File: src/hdl/itrd_pkg.sv
// ----------------------------------------------------------------------------
// itrd_pkg: shared definitions for the radix digit converter
// Types, register indexes, character codes and helper functions used by the
// controller, the datapath and the top level.
// ----------------------------------------------------------------------------
package itrd_pkg;

    localparam int VALUE_BITS_DEF = 64;
    localparam int IN_W           = 64;
    localparam int BASE_W         = 6;
    localparam int CHAR_W         = 7;
    localparam int CFG_IDX_W      = 1;

    localparam logic [CFG_IDX_W-1:0] REG_OUT_BASE   = 1'b0;
    localparam logic [CFG_IDX_W-1:0] REG_UPPER_CASE = 1'b1;

    localparam logic [BASE_W-1:0] BASE_RESET = 6'd10;
    localparam logic [BASE_W-1:0] BASE_MIN   = 6'd2;
    localparam logic [BASE_W-1:0] BASE_MAX   = 6'd36;

    localparam logic [CHAR_W-1:0] ASC_ZERO    = 7'h30;
    localparam logic [CHAR_W-1:0] ASC_LOWER_A = 7'h61;
    localparam logic [CHAR_W-1:0] ASC_UPPER_A = 7'h41;

    typedef enum logic [2:0] {
        S_IDLE,
        S_DIV,
        S_PUSH,
        S_RD,
        S_LOAD,
        S_OUT
    } t_state;

    typedef struct packed {
        logic in_ready;
        logic load;
        logic load_err;
        logic div_step;
        logic push;
        logic rd;
        logic out_load;
        logic out_clear;
    } t_cmd;

    typedef struct packed {
        logic in_valid;
        logic in_top;
        logic quot_zero;
        logic out_done;
        logic out_last;
    } t_stat;

    // Bases outside 2..36 are clamped to the nearest end.
    function automatic logic [BASE_W-1:0] eff_base(input logic [BASE_W-1:0] b);
        logic [BASE_W-1:0] r;
        if (b < BASE_MIN) begin
            r = BASE_MIN;
        end else if (b > BASE_MAX) begin
            r = BASE_MAX;
        end else begin
            r = b;
        end
        return r;
    endfunction

    function automatic logic [CHAR_W-1:0] digit_ascii(input logic [BASE_W-1:0] d,
                                                      input logic up);
        logic [CHAR_W-1:0] r;
        if (d < 6'd10) begin
            r = ASC_ZERO + {1'b0, d};
        end else begin
            r = (up ? ASC_UPPER_A : ASC_LOWER_A) + {1'b0, d} - 7'd10;
        end
        return r;
    endfunction

endpackage

File: src/hdl/itrd_if.sv
// ----------------------------------------------------------------------------
// itrd_if: channel interfaces of the radix digit converter
// Input value channel, digit output channel and configuration write channel.
// ----------------------------------------------------------------------------
interface itrd_in_if;
    logic                       valid;
    logic                       ready;
    logic [itrd_pkg::IN_W-1:0]  value;
    modport source (output valid, output value, input ready);
    modport sink   (input valid, input value, output ready);
endinterface

interface itrd_out_if;
    logic                         valid;
    logic                         ready;
    logic [itrd_pkg::CHAR_W-1:0]  digit_char;
    logic                         is_last;
    logic                         range_error;
    modport source (output valid, output digit_char, output is_last,
                    output range_error, input ready);
    modport sink   (input valid, input digit_char, input is_last,
                    input range_error, output ready);
endinterface

interface itrd_cfg_if;
    logic                            valid;
    logic                            ready;
    logic [itrd_pkg::CFG_IDX_W-1:0]  index;
    logic [itrd_pkg::BASE_W-1:0]     data;
    modport source (output valid, output index, output data, input ready);
    modport sink   (input valid, input index, input data, output ready);
endinterface

File: src/hdl/integer_to_radix_digits_top.sv
// ----------------------------------------------------------------------------
// integer_to_radix_digits_top: unsigned integer to ASCII digit string
// Converts one value per transaction into its digits in a base from 2 to 36.
// ----------------------------------------------------------------------------
// Channels: i_in_ch carries one value per transaction. o_out_ch returns one
// ASCII digit per transaction, most significant first, with is_last set on
// the final digit. A value with its top bit set returns a single transaction
// with range_error and is_last set and a zero character. i_cfg_ch writes the
// base (index 0) and the letter case (index 1); it is always ready and
// should only be used while no conversion is in flight.
// Operation: each digit costs one bit-serial division over all VALUE_BITS
// bits on the shared divider plus one push onto the digit stack; once the
// quotient is zero the digits are popped and presented one at a time, each
// after the previous one has been taken. One value is converted at a time;
// the input is ready again once the last digit has been taken.
// Reset returns the base to 10 and lower case and drops any pending work.
// A stalled receiver simply holds the current digit in the output register.
// ----------------------------------------------------------------------------
module integer_to_radix_digits_top
    import itrd_pkg::*;
#(
    parameter int VALUE_BITS = VALUE_BITS_DEF
) (
    input  logic        i_clk,
    input  logic        i_rst_n,
    itrd_in_if.sink     i_in_ch,
    itrd_out_if.source  o_out_ch,
    itrd_cfg_if.sink    i_cfg_ch
);

    t_cmd  cmd;
    t_stat stat;

    itrd_ctrl #(
        .VALUE_BITS (VALUE_BITS)
    ) u_ctrl (
        .i_clk   (i_clk),
        .i_rst_n (i_rst_n),
        .i_stat  (stat),
        .o_cmd   (cmd)
    );

    itrd_dpath #(
        .VALUE_BITS (VALUE_BITS)
    ) u_dpath (
        .i_clk    (i_clk),
        .i_rst_n  (i_rst_n),
        .i_in_ch  (i_in_ch),
        .o_out_ch (o_out_ch),
        .i_cfg_ch (i_cfg_ch),
        .i_cmd    (cmd),
        .o_stat   (stat)
    );

endmodule

File: src/hdl/itrd_ram.sv
// ----------------------------------------------------------------------------
// itrd_ram: generic single-write, single-read RAM
// One write port and one read port with registered read data.
// ----------------------------------------------------------------------------
module itrd_ram #(
    parameter int WIDTH = 8,
    parameter int DEPTH = 64
) (
    input  logic                     i_clk,
    input  logic                     i_wr_en,
    input  logic [$clog2(DEPTH)-1:0] i_wr_addr,
    input  logic [WIDTH-1:0]         i_wr_data,
    input  logic                     i_rd_en,
    input  logic [$clog2(DEPTH)-1:0] i_rd_addr,
    output logic [WIDTH-1:0]         o_rd_data
);

    logic [WIDTH-1:0] r_mem [DEPTH];
    logic [WIDTH-1:0] r_rd_data;

    always_ff @(posedge i_clk) begin
        if (i_wr_en) begin
            r_mem[i_wr_addr] <= i_wr_data;
        end
        if (i_rd_en) begin
            r_rd_data <= r_mem[i_rd_addr];
        end
    end

    assign o_rd_data = r_rd_data;

endmodule

File: src/hdl/itrd_ctrl.sv
// ----------------------------------------------------------------------------
// itrd_ctrl: sequencer of the radix digit converter
// Runs one bit-serial division per digit, then pops the digit stack.
// ----------------------------------------------------------------------------
module itrd_ctrl
    import itrd_pkg::*;
#(
    parameter int VALUE_BITS = VALUE_BITS_DEF
) (
    input  logic  i_clk,
    input  logic  i_rst_n,
    input  t_stat i_stat,
    output t_cmd  o_cmd
);

    localparam int CW = $clog2(VALUE_BITS);

    t_state          r_state, n_state;
    logic [CW-1:0]   r_bit, n_bit;

    always_ff @(posedge i_clk) begin
        if (!i_rst_n) begin
            r_state <= S_IDLE;
            r_bit   <= '0;
        end else begin
            r_state <= n_state;
            r_bit   <= n_bit;
        end
    end

    always_comb begin
        n_state = r_state;
        n_bit   = r_bit;
        o_cmd   = '0;
        unique case (r_state)
            S_IDLE: begin
                o_cmd.in_ready = 1'b1;
                n_bit          = '0;
                if (i_stat.in_valid) begin
                    if (i_stat.in_top) begin
                        o_cmd.load_err = 1'b1;
                        n_state        = S_OUT;
                    end else begin
                        o_cmd.load = 1'b1;
                        n_state    = S_DIV;
                    end
                end
            end
            S_DIV: begin
                o_cmd.div_step = 1'b1;
                n_bit          = r_bit + CW'(1);
                if (r_bit == CW'(VALUE_BITS - 1)) begin
                    n_bit   = '0;
                    n_state = S_PUSH;
                end
            end
            S_PUSH: begin
                o_cmd.push = 1'b1;
                n_state    = i_stat.quot_zero ? S_RD : S_DIV;
            end
            S_RD: begin
                o_cmd.rd = 1'b1;
                n_state  = S_LOAD;
            end
            S_LOAD: begin
                o_cmd.out_load = 1'b1;
                n_state        = S_OUT;
            end
            S_OUT: begin
                if (i_stat.out_done) begin
                    o_cmd.out_clear = 1'b1;
                    n_state         = i_stat.out_last ? S_IDLE : S_RD;
                end
            end
            default: begin
                n_state = S_IDLE;
            end
        endcase
    end

endmodule

File: src/hdl/itrd_dpath.sv
// ----------------------------------------------------------------------------
// itrd_dpath: datapath of the radix digit converter
// Configuration registers, restoring divider, digit stack and output register.
// ----------------------------------------------------------------------------
module itrd_dpath
    import itrd_pkg::*;
#(
    parameter int VALUE_BITS = VALUE_BITS_DEF
) (
    input  logic         i_clk,
    input  logic         i_rst_n,
    itrd_in_if.sink      i_in_ch,
    itrd_out_if.source   o_out_ch,
    itrd_cfg_if.sink     i_cfg_ch,
    input  t_cmd         i_cmd,
    output t_stat        o_stat
);

    localparam int CW = $clog2(VALUE_BITS);

    logic [BASE_W-1:0]     r_out_base;
    logic                  r_upper;
    logic [VALUE_BITS-1:0] r_val;
    logic [BASE_W-1:0]     r_rem;
    logic [CW-1:0]         r_cnt;
    logic                  r_out_valid;
    logic [CHAR_W-1:0]     r_out_char;
    logic                  r_out_last;
    logic                  r_out_err;

    logic [BASE_W-1:0]     base;
    logic [BASE_W:0]       trial;
    logic [BASE_W:0]       diff;
    logic                  ge;
    logic [CW-1:0]         rd_addr;
    logic [BASE_W-1:0]     rd_digit;

    assign i_cfg_ch.ready = 1'b1;

    always_ff @(posedge i_clk) begin
        if (!i_rst_n) begin
            r_out_base <= BASE_RESET;
            r_upper    <= 1'b0;
        end else if (i_cfg_ch.valid) begin
            unique case (i_cfg_ch.index)
                REG_OUT_BASE:   r_out_base <= i_cfg_ch.data;
                REG_UPPER_CASE: r_upper    <= i_cfg_ch.data[0];
                default:        r_upper    <= r_upper;
            endcase
        end
    end

    // One quotient bit per cycle: shift the next dividend bit into the
    // remainder and subtract the base when it fits.
    assign base  = eff_base(r_out_base);
    assign trial = {r_rem, r_val[VALUE_BITS-1]};
    assign ge    = trial >= {1'b0, base};
    assign diff  = trial - {1'b0, base};

    always_ff @(posedge i_clk) begin
        if (i_cmd.load) begin
            r_val <= i_in_ch.value[VALUE_BITS-1:0];
            r_rem <= '0;
        end else if (i_cmd.div_step) begin
            r_val <= {r_val[VALUE_BITS-2:0], ge};
            r_rem <= ge ? diff[BASE_W-1:0] : trial[BASE_W-1:0];
        end else if (i_cmd.push) begin
            r_rem <= '0;
        end
    end

    always_ff @(posedge i_clk) begin
        if (!i_rst_n) begin
            r_cnt <= '0;
        end else if (i_cmd.load) begin
            r_cnt <= '0;
        end else if (i_cmd.push) begin
            r_cnt <= r_cnt + CW'(1);
        end else if (i_cmd.rd) begin
            r_cnt <= r_cnt - CW'(1);
        end
    end

    assign rd_addr = r_cnt - CW'(1);

    itrd_ram #(
        .WIDTH (BASE_W),
        .DEPTH (VALUE_BITS)
    ) u_stack (
        .i_clk     (i_clk),
        .i_wr_en   (i_cmd.push),
        .i_wr_addr (r_cnt),
        .i_wr_data (r_rem),
        .i_rd_en   (i_cmd.rd),
        .i_rd_addr (rd_addr),
        .o_rd_data (rd_digit)
    );

    always_ff @(posedge i_clk) begin
        if (!i_rst_n) begin
            r_out_valid <= 1'b0;
        end else if (i_cmd.out_load || i_cmd.load_err) begin
            r_out_valid <= 1'b1;
        end else if (i_cmd.out_clear) begin
            r_out_valid <= 1'b0;
        end
    end

    always_ff @(posedge i_clk) begin
        if (i_cmd.load_err) begin
            r_out_char <= '0;
            r_out_last <= 1'b1;
            r_out_err  <= 1'b1;
        end else if (i_cmd.out_load) begin
            r_out_char <= digit_ascii(rd_digit, r_upper);
            r_out_last <= (r_cnt == '0);
            r_out_err  <= 1'b0;
        end
    end

    assign i_in_ch.ready        = i_cmd.in_ready;
    assign o_out_ch.valid       = r_out_valid;
    assign o_out_ch.digit_char  = r_out_char;
    assign o_out_ch.is_last     = r_out_last;
    assign o_out_ch.range_error = r_out_err;

    assign o_stat.in_valid  = i_in_ch.valid;
    assign o_stat.in_top    = i_in_ch.value[VALUE_BITS-1];
    assign o_stat.quot_zero = (r_val == '0);
    assign o_stat.out_done  = r_out_valid && o_out_ch.ready;
    assign o_stat.out_last  = r_out_last;

endmodule

File: src/flat_wrapper.sv
// flat-port wrapper written by rule: the top's interface ports become plain ports
module integer_to_radix_digits_top_flat import itrd_pkg::*;
#(
    parameter int VALUE_BITS = VALUE_BITS_DEF
)
  (i_clk, i_rst_n, i_in_ch_valid, i_in_ch_value, i_in_ch_ready, o_out_ch_valid, o_out_ch_digit_char, o_out_ch_is_last, o_out_ch_range_error, o_out_ch_ready, i_cfg_ch_valid, i_cfg_ch_index, i_cfg_ch_data, i_cfg_ch_ready);
  itrd_in_if i_in_ch_i ();
  itrd_out_if o_out_ch_i ();
  itrd_cfg_if i_cfg_ch_i ();
  input  logic i_clk;
  input  logic i_rst_n;
  input wire logic [$bits(i_in_ch_i.valid)-1:0] i_in_ch_valid;
  input wire logic [$bits(i_in_ch_i.value)-1:0] i_in_ch_value;
  output wire logic [$bits(i_in_ch_i.ready)-1:0] i_in_ch_ready;
  output wire logic [$bits(o_out_ch_i.valid)-1:0] o_out_ch_valid;
  output wire logic [$bits(o_out_ch_i.digit_char)-1:0] o_out_ch_digit_char;
  output wire logic [$bits(o_out_ch_i.is_last)-1:0] o_out_ch_is_last;
  output wire logic [$bits(o_out_ch_i.range_error)-1:0] o_out_ch_range_error;
  input wire logic [$bits(o_out_ch_i.ready)-1:0] o_out_ch_ready;
  input wire logic [$bits(i_cfg_ch_i.valid)-1:0] i_cfg_ch_valid;
  input wire logic [$bits(i_cfg_ch_i.index)-1:0] i_cfg_ch_index;
  input wire logic [$bits(i_cfg_ch_i.data)-1:0] i_cfg_ch_data;
  output wire logic [$bits(i_cfg_ch_i.ready)-1:0] i_cfg_ch_ready;
  assign i_in_ch_i.valid = i_in_ch_valid;
  assign i_in_ch_i.value = i_in_ch_value;
  assign i_in_ch_ready = i_in_ch_i.ready;
  assign o_out_ch_valid = o_out_ch_i.valid;
  assign o_out_ch_digit_char = o_out_ch_i.digit_char;
  assign o_out_ch_is_last = o_out_ch_i.is_last;
  assign o_out_ch_range_error = o_out_ch_i.range_error;
  assign o_out_ch_i.ready = o_out_ch_ready;
  assign i_cfg_ch_i.valid = i_cfg_ch_valid;
  assign i_cfg_ch_i.index = i_cfg_ch_index;
  assign i_cfg_ch_i.data = i_cfg_ch_data;
  assign i_cfg_ch_ready = i_cfg_ch_i.ready;
  integer_to_radix_digits_top #(.VALUE_BITS(VALUE_BITS)) u_core (.i_clk(i_clk), .i_rst_n(i_rst_n), .i_in_ch(i_in_ch_i), .o_out_ch(o_out_ch_i), .i_cfg_ch(i_cfg_ch_i));
endmodule
File: config.mk
export PLATFORM = sky130hd
export DESIGN_NAME = integer_to_radix_digits_top_flat
export DESIGN_NICKNAME = d
export VERILOG_FILES = /design/src/hdl/itrd_pkg.sv /design/src/hdl/itrd_if.sv /design/src/hdl/integer_to_radix_digits_top.sv /design/src/hdl/itrd_ram.sv /design/src/hdl/itrd_ctrl.sv /design/src/hdl/itrd_dpath.sv /design/src/flat_wrapper.sv
export SDC_FILE = /design/constraint.sdc
export NUM_CORES = 1
export LEC_CHECK = 0
export BUFFER_PORTS_ARGS = -buffer_cell sky130_fd_sc_hd__clkbuf_2
export CAP_MARGIN = 15
export CORE_AREA = 2 2 196 198
export DETAILED_ROUTE_END_ITERATION = 8
export DIE_AREA = 0 0 198 200
export PLACE_DENSITY = 0.72
export SYNTH_ARGS = -nofsm -noshare
export SYNTH_HDL_FRONTEND = slang
export SYNTH_SLANG_ARGS = --single-unit
File: constraint.sdc
create_clock -name i_clk -period 14 [get_ports i_clk]
set_input_delay 0.7 -clock i_clk [delete_from_list [all_inputs] [get_ports i_clk]]
set_output_delay 0.7 -clock i_clk [all_outputs]
set_load 0.005 [all_outputs]
* Word level (Yosys, flattened, before mapping)
Memory sizes are Yosys's and may differ from the RTL's. A register that Yosys moved wholly into a read port is not among the register bits.
Index checks and enable logic that the tools add are counted.
** Storage, ports and cells
- Register bits after elaboration :: 102
- Bits in writable memories :: 384
- Input port bits :: 76
- Output and inout bits :: 12
- Logic and storage cells :: 82
- Memories :: 1
** Memory list
- u_core.u_dpath.u_stack.r_mem :: depth 64, width 6, read ports 1, clocked after Yosys merged registers in 1, write ports 1, line itrd_ram.sv:18 : logic [WIDTH-1:0] r_mem [DEPTH];
** Operators by class
- Add/subtract/negate cells :: 7
- Magnitude comparators :: 4
- Equal/unequal tests :: 9
- Mux-type cells :: 34
- Bitwise operators :: 2
- Reduce and logical (&&, ||, !) cells :: 14
** Operators by type and width (number)
- two-way mux 64 bit :: 2
- zero test 64 bit :: 1
- two-way mux 6 bit :: 9
- one-hot mux 3 bit (6 select lines) :: 1
- two-way mux 3 bit :: 5
- adder 6 x 1 -> 6 bit, second input constant :: 2
- two-way mux 1 bit :: 12
- one-hot mux 6 bit (2 select lines) :: 1
- nonzero test 2 bit :: 5
- adder 6 x 6 -> 7 bit, first input constant :: 1
- adder 7 x 6 -> 7 bit :: 1
- >= comparator 7 x 6 -> 1 bit :: 1
- two-way mux 7 bit :: 1
- subtractor 7 x 4 -> 7 bit, second input constant :: 1
- equality test 3 x 2 -> 1 bit, second input constant :: 2
- equality test 3 bit, second input constant :: 2
- equality test 6 bit, second input constant :: 1
- > comparator 6 bit, second input constant :: 1
- zero test 6 bit :: 1
- < comparator 6 x 2 -> 1 bit, second input constant :: 1
- < comparator 6 x 4 -> 1 bit, second input constant :: 1
- two-way mux 2 bit :: 3
- subtractor 6 x 1 -> 6 bit, second input constant :: 1
- subtractor 6 bit :: 1
- 10 further kinds :: 13

* Longest topological paths before layout
- Word-level depth :: 6
- Depth in mapped cells :: 13
- Depth with buffers taken out :: 13

* Modules after synthesis
Synthesis repeated with hierarchy kept, for this count alone.
** Unflattened totals
- Cell total of the unflattened synthesis :: 1178
- Area, all modules :: 20639.8 sq um
** By module, submodules not included
- itrd_ram :: times used 1, cells each 720, area each 15285.9 sq um, seq. area each 11711.2 sq um
- itrd_dpath :: times used 1, cells each 386, area each 4755.8 sq um, seq. area each 2502.4 sq um
- itrd_ctrl :: times used 1, cells each 72, area each 598.1 sq um, seq. area each 180.2 sq um

* Worst setup path after synthesis
OpenSTA, ideal clock, no wires.
- Path type :: register to register
- Start :: reg u_core.u_ctrl.r_state[2]
- End :: reg u_core.u_dpath.r_rem[0]
- Library setup time :: 120 ps
- Arrival :: 6329 ps
- Required time :: 13880 ps
- Setup slack :: 7551 ps
- Cell stages (with the launch flop) :: 7
- Buffers on the path :: 1
- Clock period less this slack :: 6449 ps
- Cell sequence :: dfxtp_1 -> buf_2 -> nor3_1 -> nand2_1 -> o21ai_0 -> nor2_1 -> a22o_1
** On the way
- Longest elaborated chain between the ends :: 3
- Elaborated cells between the ends (all ways) :: 8
- Classes of those cells :: eq/ne: 2; mux: 4; reduce/logical: 2
** RTL lines
- from (decl) :: line itrd_ctrl.sv:18 : t_state r_state, n_state;
- from (signal assigned) :: line itrd_ctrl.sv:26 : r_state <= n_state;
- equality test 3 x 1 -> 1 bit or equality test 3 x 2 -> 1 bit (tied branches) :: line itrd_ctrl.sv:35 : unique case (r_state)
- two-way mux 1 bit :: line itrd_ctrl.sv:35
- two-way mux 6 bit or nonzero test 2 bit (tied branches)
- to (signal assigned) :: line itrd_dpath.sv:66 : r_rem <= ge ? diff[BASE_W-1:0] : trial[BASE_W-1:0];
- to (decl) :: line itrd_dpath.sv:24 : logic [BASE_W-1:0] r_rem;
Parallel ways exist; a longest one is shown, timed or not.
A chain may end at the register's enable or synchronous reset.

* Worst setup path in the final report
- Start :: reg u_core.u_dpath.r_cnt[0]
- End :: reg u_core.u_dpath.u_stack.r_rd_data[1] (netlist: u_core.u_dpath.u_stack.o_rd_data[1]), read port of u_core.u_dpath.u_stack.r_mem (data pin)
** On the way
- Longest elaborated chain between the ends :: 1
** RTL lines
- from (decl) :: line itrd_dpath.sv:25 : logic [CW-1:0] r_cnt;
- from (signal assigned) :: line itrd_dpath.sv:78 : r_cnt <= r_cnt + CW'(1);
- from (signal assigned) :: line itrd_dpath.sv:80 : r_cnt <= r_cnt - CW'(1);
- subtractor 6 x 1 -> 6 bit :: line itrd_dpath.sv:84 : assign rd_addr = r_cnt - CW'(1);
- to (decl) :: line itrd_ram.sv:19 : logic [WIDTH-1:0] r_rd_data;
Every way passes these cells.

==> impl_metrics.tcl <==
set metrics [dict create \
    postSynth.asyncResetShare 0 \
    ys_seq_elements 492 \
    crit_buf_inv 2 \
    share_clk_of_total_power 0.323 \
    grt_start_max_net_pins 68 \
    cells_resized_by_post_cts_repair 0 \
    r2r_start "u_core.u_dpath.r_cnt[0]" \
    tot_gr_track_use 0.222 \
    synth_fa_ha_area_frac 0.0130 \
    synth_unique_cells 54 \
    avgViaCountPerCell 5.93 \
    rsz0062_at_grt "false" \
    synthXorXnorAreaFrac 0.00681 \
    worst_r2r_path_depth 8 \
    endpoint "u_core.u_dpath.u_stack.o_rd_data[1]" \
    fill_cells 2685 \
    period_needed_ns 3.86 \
    syn-mean-instance-area_sq_um 17.5 \
    crit_fanout 61 \
    final_min_period_over_clock_period 0.276 \
    first_global_vias 11000 \
    clk_path_buf_depth 3 \
    result_of_the_run "complete, no violations" \
    power_per_cell_area_mw_per_mm2 179 \
    rrSetupSlack_ns 10.14 \
    worst_setup_hold_path_clk_slew_ns 0.06 \
    crit_path_top_delay_cell "sky130_fd_sc_hd__buf_4" \
    ys.flop_type "sky130_fd_sc_hd__edfxtp_1" \
    yosysTopAreaCell "sky130_fd_sc_hd__edfxtp_1" \
    worst_slew_margin_rel 0.302 \
    finalMaxSlewViolations 0 \
    worstSetupPathDepth 8 \
    grt_first_pass_wirelength_um 64900 \
    layout.area.seq_sq_mm 0.0144 \
    design.core.area_sq_mm 0.0374 \
    gp_routability_congestion 0.822 \
    start_util 0.546 \
    clk_latency_ns 0.59 \
    synth.top_cells.by_area "sky130_fd_sc_hd__edfxtp_1 (67%), sky130_fd_sc_hd__mux4_2 (11%), sky130_fd_sc_hd__dfxtp_1 (3.7%), sky130_fd_sc_hd__mux2_2 (3.6%), sky130_fd_sc_hd__nor2_1 (2.0%)" \
    path_class "flop to flop" \
    wl_um 42100 \
    post_cts_buffers 0 \
    worst-endpoint-arrival_ns 4.19 \
    finalSetupTns_ns 0 \
    floorplan.die.width_um 198 \
    share_of_cell_area_taken_by_muxes_after_synthesis 0.166 \
    largest_clock_skew_in_the_final_design_ns 0.0191 \
    final_layout_size_suffix_gt1_frac 0.272 \
    gate_count_post_synth 1168 \
    combinational_family_with_the_most_area_after_synthesis "multiplexers" \
    power.leakage_uw 0.00754 \
    synth-edff-count 454 \
    synthSimpleGateAreaFrac 0.0612 \
    floorplan.die.height_um 200 \
    compound_gate_portion_of_the_synthesized_area 0.0283 \
    floorplan.io_pins 88 \
    grt-ovfl-total 0 \
    diodes 0 \
    dp_cells 1720 \
    peakVddDrop_mv 0.115 \
    port-buffer-count 86 \
    fp-row-count 71 \
    synth_most_common_cell "sky130_fd_sc_hd__edfxtp_1" \
    drv_cap 0 \
    path_category_of_the_worst_min_delay_check "input pin to flop" \
    critical_path.top_delay_family "buffers and inverters" \
    power.sequential.fraction 0.481 \
    remaining_drc_errors 0 \
    tritoncts "built" \
    worst_slack_ns 10.14 \
    worst_r2r_endpoint "u_core.u_dpath.u_stack.o_rd_data[1]" \
    final_number_of_setup_violating_endpoints 0 \
    yosysWarningCount 0 \
    detailed_place_hpwl_um 27000 \
    critical_path.cell_chain "inv_1 > ha_4 > buf_4 > mux4_2 > mux2i_1 > a32oi_1 > nand4_1 > nand2_1" \
    finalHoldViolCount 0 \
    routed-via-count 10700 \
    clock_sinks 492 \
    synth_sequential_area_ratio 0.705 \
    totalPowerFinal_uw 4100 \
    critPathRequiredTime_ns 14.33 \
    worstSetupStartpoint "u_core.u_dpath.r_cnt[0]" \
    critPathLaunchType "flop" \
    maximum_cell_stage_delay_along_the_critical_path_ns 0.77 \
    post-place-ws_ns 10.08 \
    worst_setup_path_end_kind "flop" \
    die-area_sq_mm 0.0396 \
    cell_internal_power_uw 2980 \
    share_comb_of_total_power 0.196 \
    synth_top_cells_by_count "sky130_fd_sc_hd__edfxtp_1 (454), sky130_fd_sc_hd__nor2_1 (106), sky130_fd_sc_hd__mux4_2 (98), sky130_fd_sc_hd__nand2_1 (87), sky130_fd_sc_hd__mux2_2 (65)" \
    clock.fmax_ghz 0.259 \
    detail-route-antenna-nets 0 \
    number_of_antenna_violations_at_the_first_check_in_global_routing 0 \
    area.growth.synth_to_final_pct 12.5 \
    root_buffer "sky130_fd_sc_hd__clkbuf_16" \
    clock_tree.htree_level_count 2 \
    drt_iter0_markers 989 \
    sw_frac_of_total 0.272 \
    mappedNetlistArea_sq_mm 0.0204 \
    wire_per_inst_um 23.3 \
    yosys.area.top_type_share 0.668 \
    final_cell_count_no_fill 1810 \
    cts_made_buffers 50 \
    synth_fp_nets 1264 \
    power_switching_uw 1110 \
    detailed_routing_iterations_pass_1 5 \
    total_area_of_multi_input_combinational_cells_sq_mm 0.00567 \
    worst_slew_pin_slew_ns 1.04 \
    total_nets_final 1358 \
    cts_hold_buffers 0 \
]
==> worst min-delay path by stage <==
stage,start,to,slack [ns],depth (start not counted)
final,i_cfg_ch_data[1],u_core.u_dpath.r_out_base[1],0.34,3
after global routing,i_cfg_ch_data[3],u_core.u_dpath.r_out_base[3],0.33,3
after CTS,i_cfg_ch_data[3],u_core.u_dpath.r_out_base[3],0.31,3
after detailed placement,u_core.u_dpath.o_out_ch.digit_char[2],u_core.u_dpath.o_out_ch.digit_char[2],0.46,2
after global placement,u_core.u_dpath.o_out_ch.range_error,u_core.u_dpath.o_out_ch.range_error,0.45,1
after floorplan,u_core.u_dpath.r_upper,u_core.u_dpath.r_upper,0.44,2
==> cells by family (layout without fill, tap and decap cells) <==
| family | count (synthesis) | after routing |
|---|---|---|
| AND/OR/NAND/NOR | 282 | 282 |
| multiplexers | 191 | 191 |
| AO/OA/AOI/OAI | 90 | 90 |
| XOR/XNOR | 15 | 15 |
| other | 1 | 1 |
| flip-flops | 492 | 492 |
| adder cells (fa/ha/maj) | 20 | 20 |
| buffers and inverters | 77 | 208 |
==> through the flow <==
step	hold slack (ns)	area, sq um	utilization
after floorplan	0.441	20400	-
after detailed placement	0.462	21300	0.570
after CTS	0.306	22900	0.613
after global routing	0.333	23000	0.614
final	0.336	23000	0.614
after global placement	0.449	21300	0.570
==> layout make-up <==
cell class | count | area share
sequential | 492 | 0.627
inverter | 20 | 0.00327
multi-input combinational | 599 | 0.247
clock inverter | 26 | 0.0135
tap | 511 | 0.0278
timing repair buffer | 99 | 0.0235
clock buffer | 63 | 0.0575
==> routing by layer <==
| layer | GRT usage | wire [um] |
|---|---|---|
| met5 | 0 | 0 |
| met4 | 0.0838 | 1200 |
| met3 | 0.0402 | 2740 |
| met2 | 0.371 | 20900 |
| met1 | 0.294 | 17300 |
==> state kept, by name, indices dropped and copies added, names as in the netlist <==
register / count
u_core.u_dpath.r_out_base: 6
u_core.u_dpath.o_out_ch.is_last: 1
u_core.u_dpath.u_stack.r_mem: 384
u_core.u_dpath.r_upper: 1
u_core.u_dpath.r_rem: 6
u_core.u_ctrl.r_bit: 6
u_core.u_dpath.r_cnt: 6
u_core.u_dpath.o_out_ch.valid: 1
u_core.u_dpath.o_out_ch.digit_char: 7
u_core.u_dpath.r_val: 64
u_core.u_dpath.u_stack.o_rd_data: 6
u_core.u_ctrl.r_state: 3
u_core.u_dpath.o_out_ch.range_error: 1
==> power by group through the flow <==
stage / clock network, uW / registers, uW / logic [uW]
3_5_place_dp: 0 / 2020 / 783
4_1_cts: 1350 / 1990 / 788
2_1_floorplan: 0 / 2050 / 499
5_1_grt: 1400 / 1990 / 881
6_report: 1320 / 1970 / 804
3_3_place_gp: 0 / 2010 / 759
==> placed cells by master, fill, tap and decap left out, types with 17 or more instances in the layout <==
master                        n
sky130_fd_sc_hd__edfxtp_1   454
sky130_fd_sc_hd__nor2_1     105
sky130_fd_sc_hd__mux4_2      98
sky130_fd_sc_hd__nand2_1     87
sky130_fd_sc_hd__clkbuf_2    86
sky130_fd_sc_hd__mux2_2      65
sky130_fd_sc_hd__clkbuf_16   51
sky130_fd_sc_hd__dfxtp_1     31
sky130_fd_sc_hd__nand3_1     25
sky130_fd_sc_hd__inv_1       20
sky130_fd_sc_hd__a21oi_1     20
sky130_fd_sc_hd__mux2i_1     18
sky130_fd_sc_hd__o21ai_0     18
sky130_fd_sc_hd__nor4_1      18
sky130_fd_sc_hd__ha_1        17
==> worst min-delay path: cells and delay by family <==
kind | cells | cell delay [ns]
multiplexers | 1 | 0.06
buffers and inverters | 1 | 0.08
AND/OR/NAND/NOR | 1 | 0.06
(Power assumes the default switching activity.)
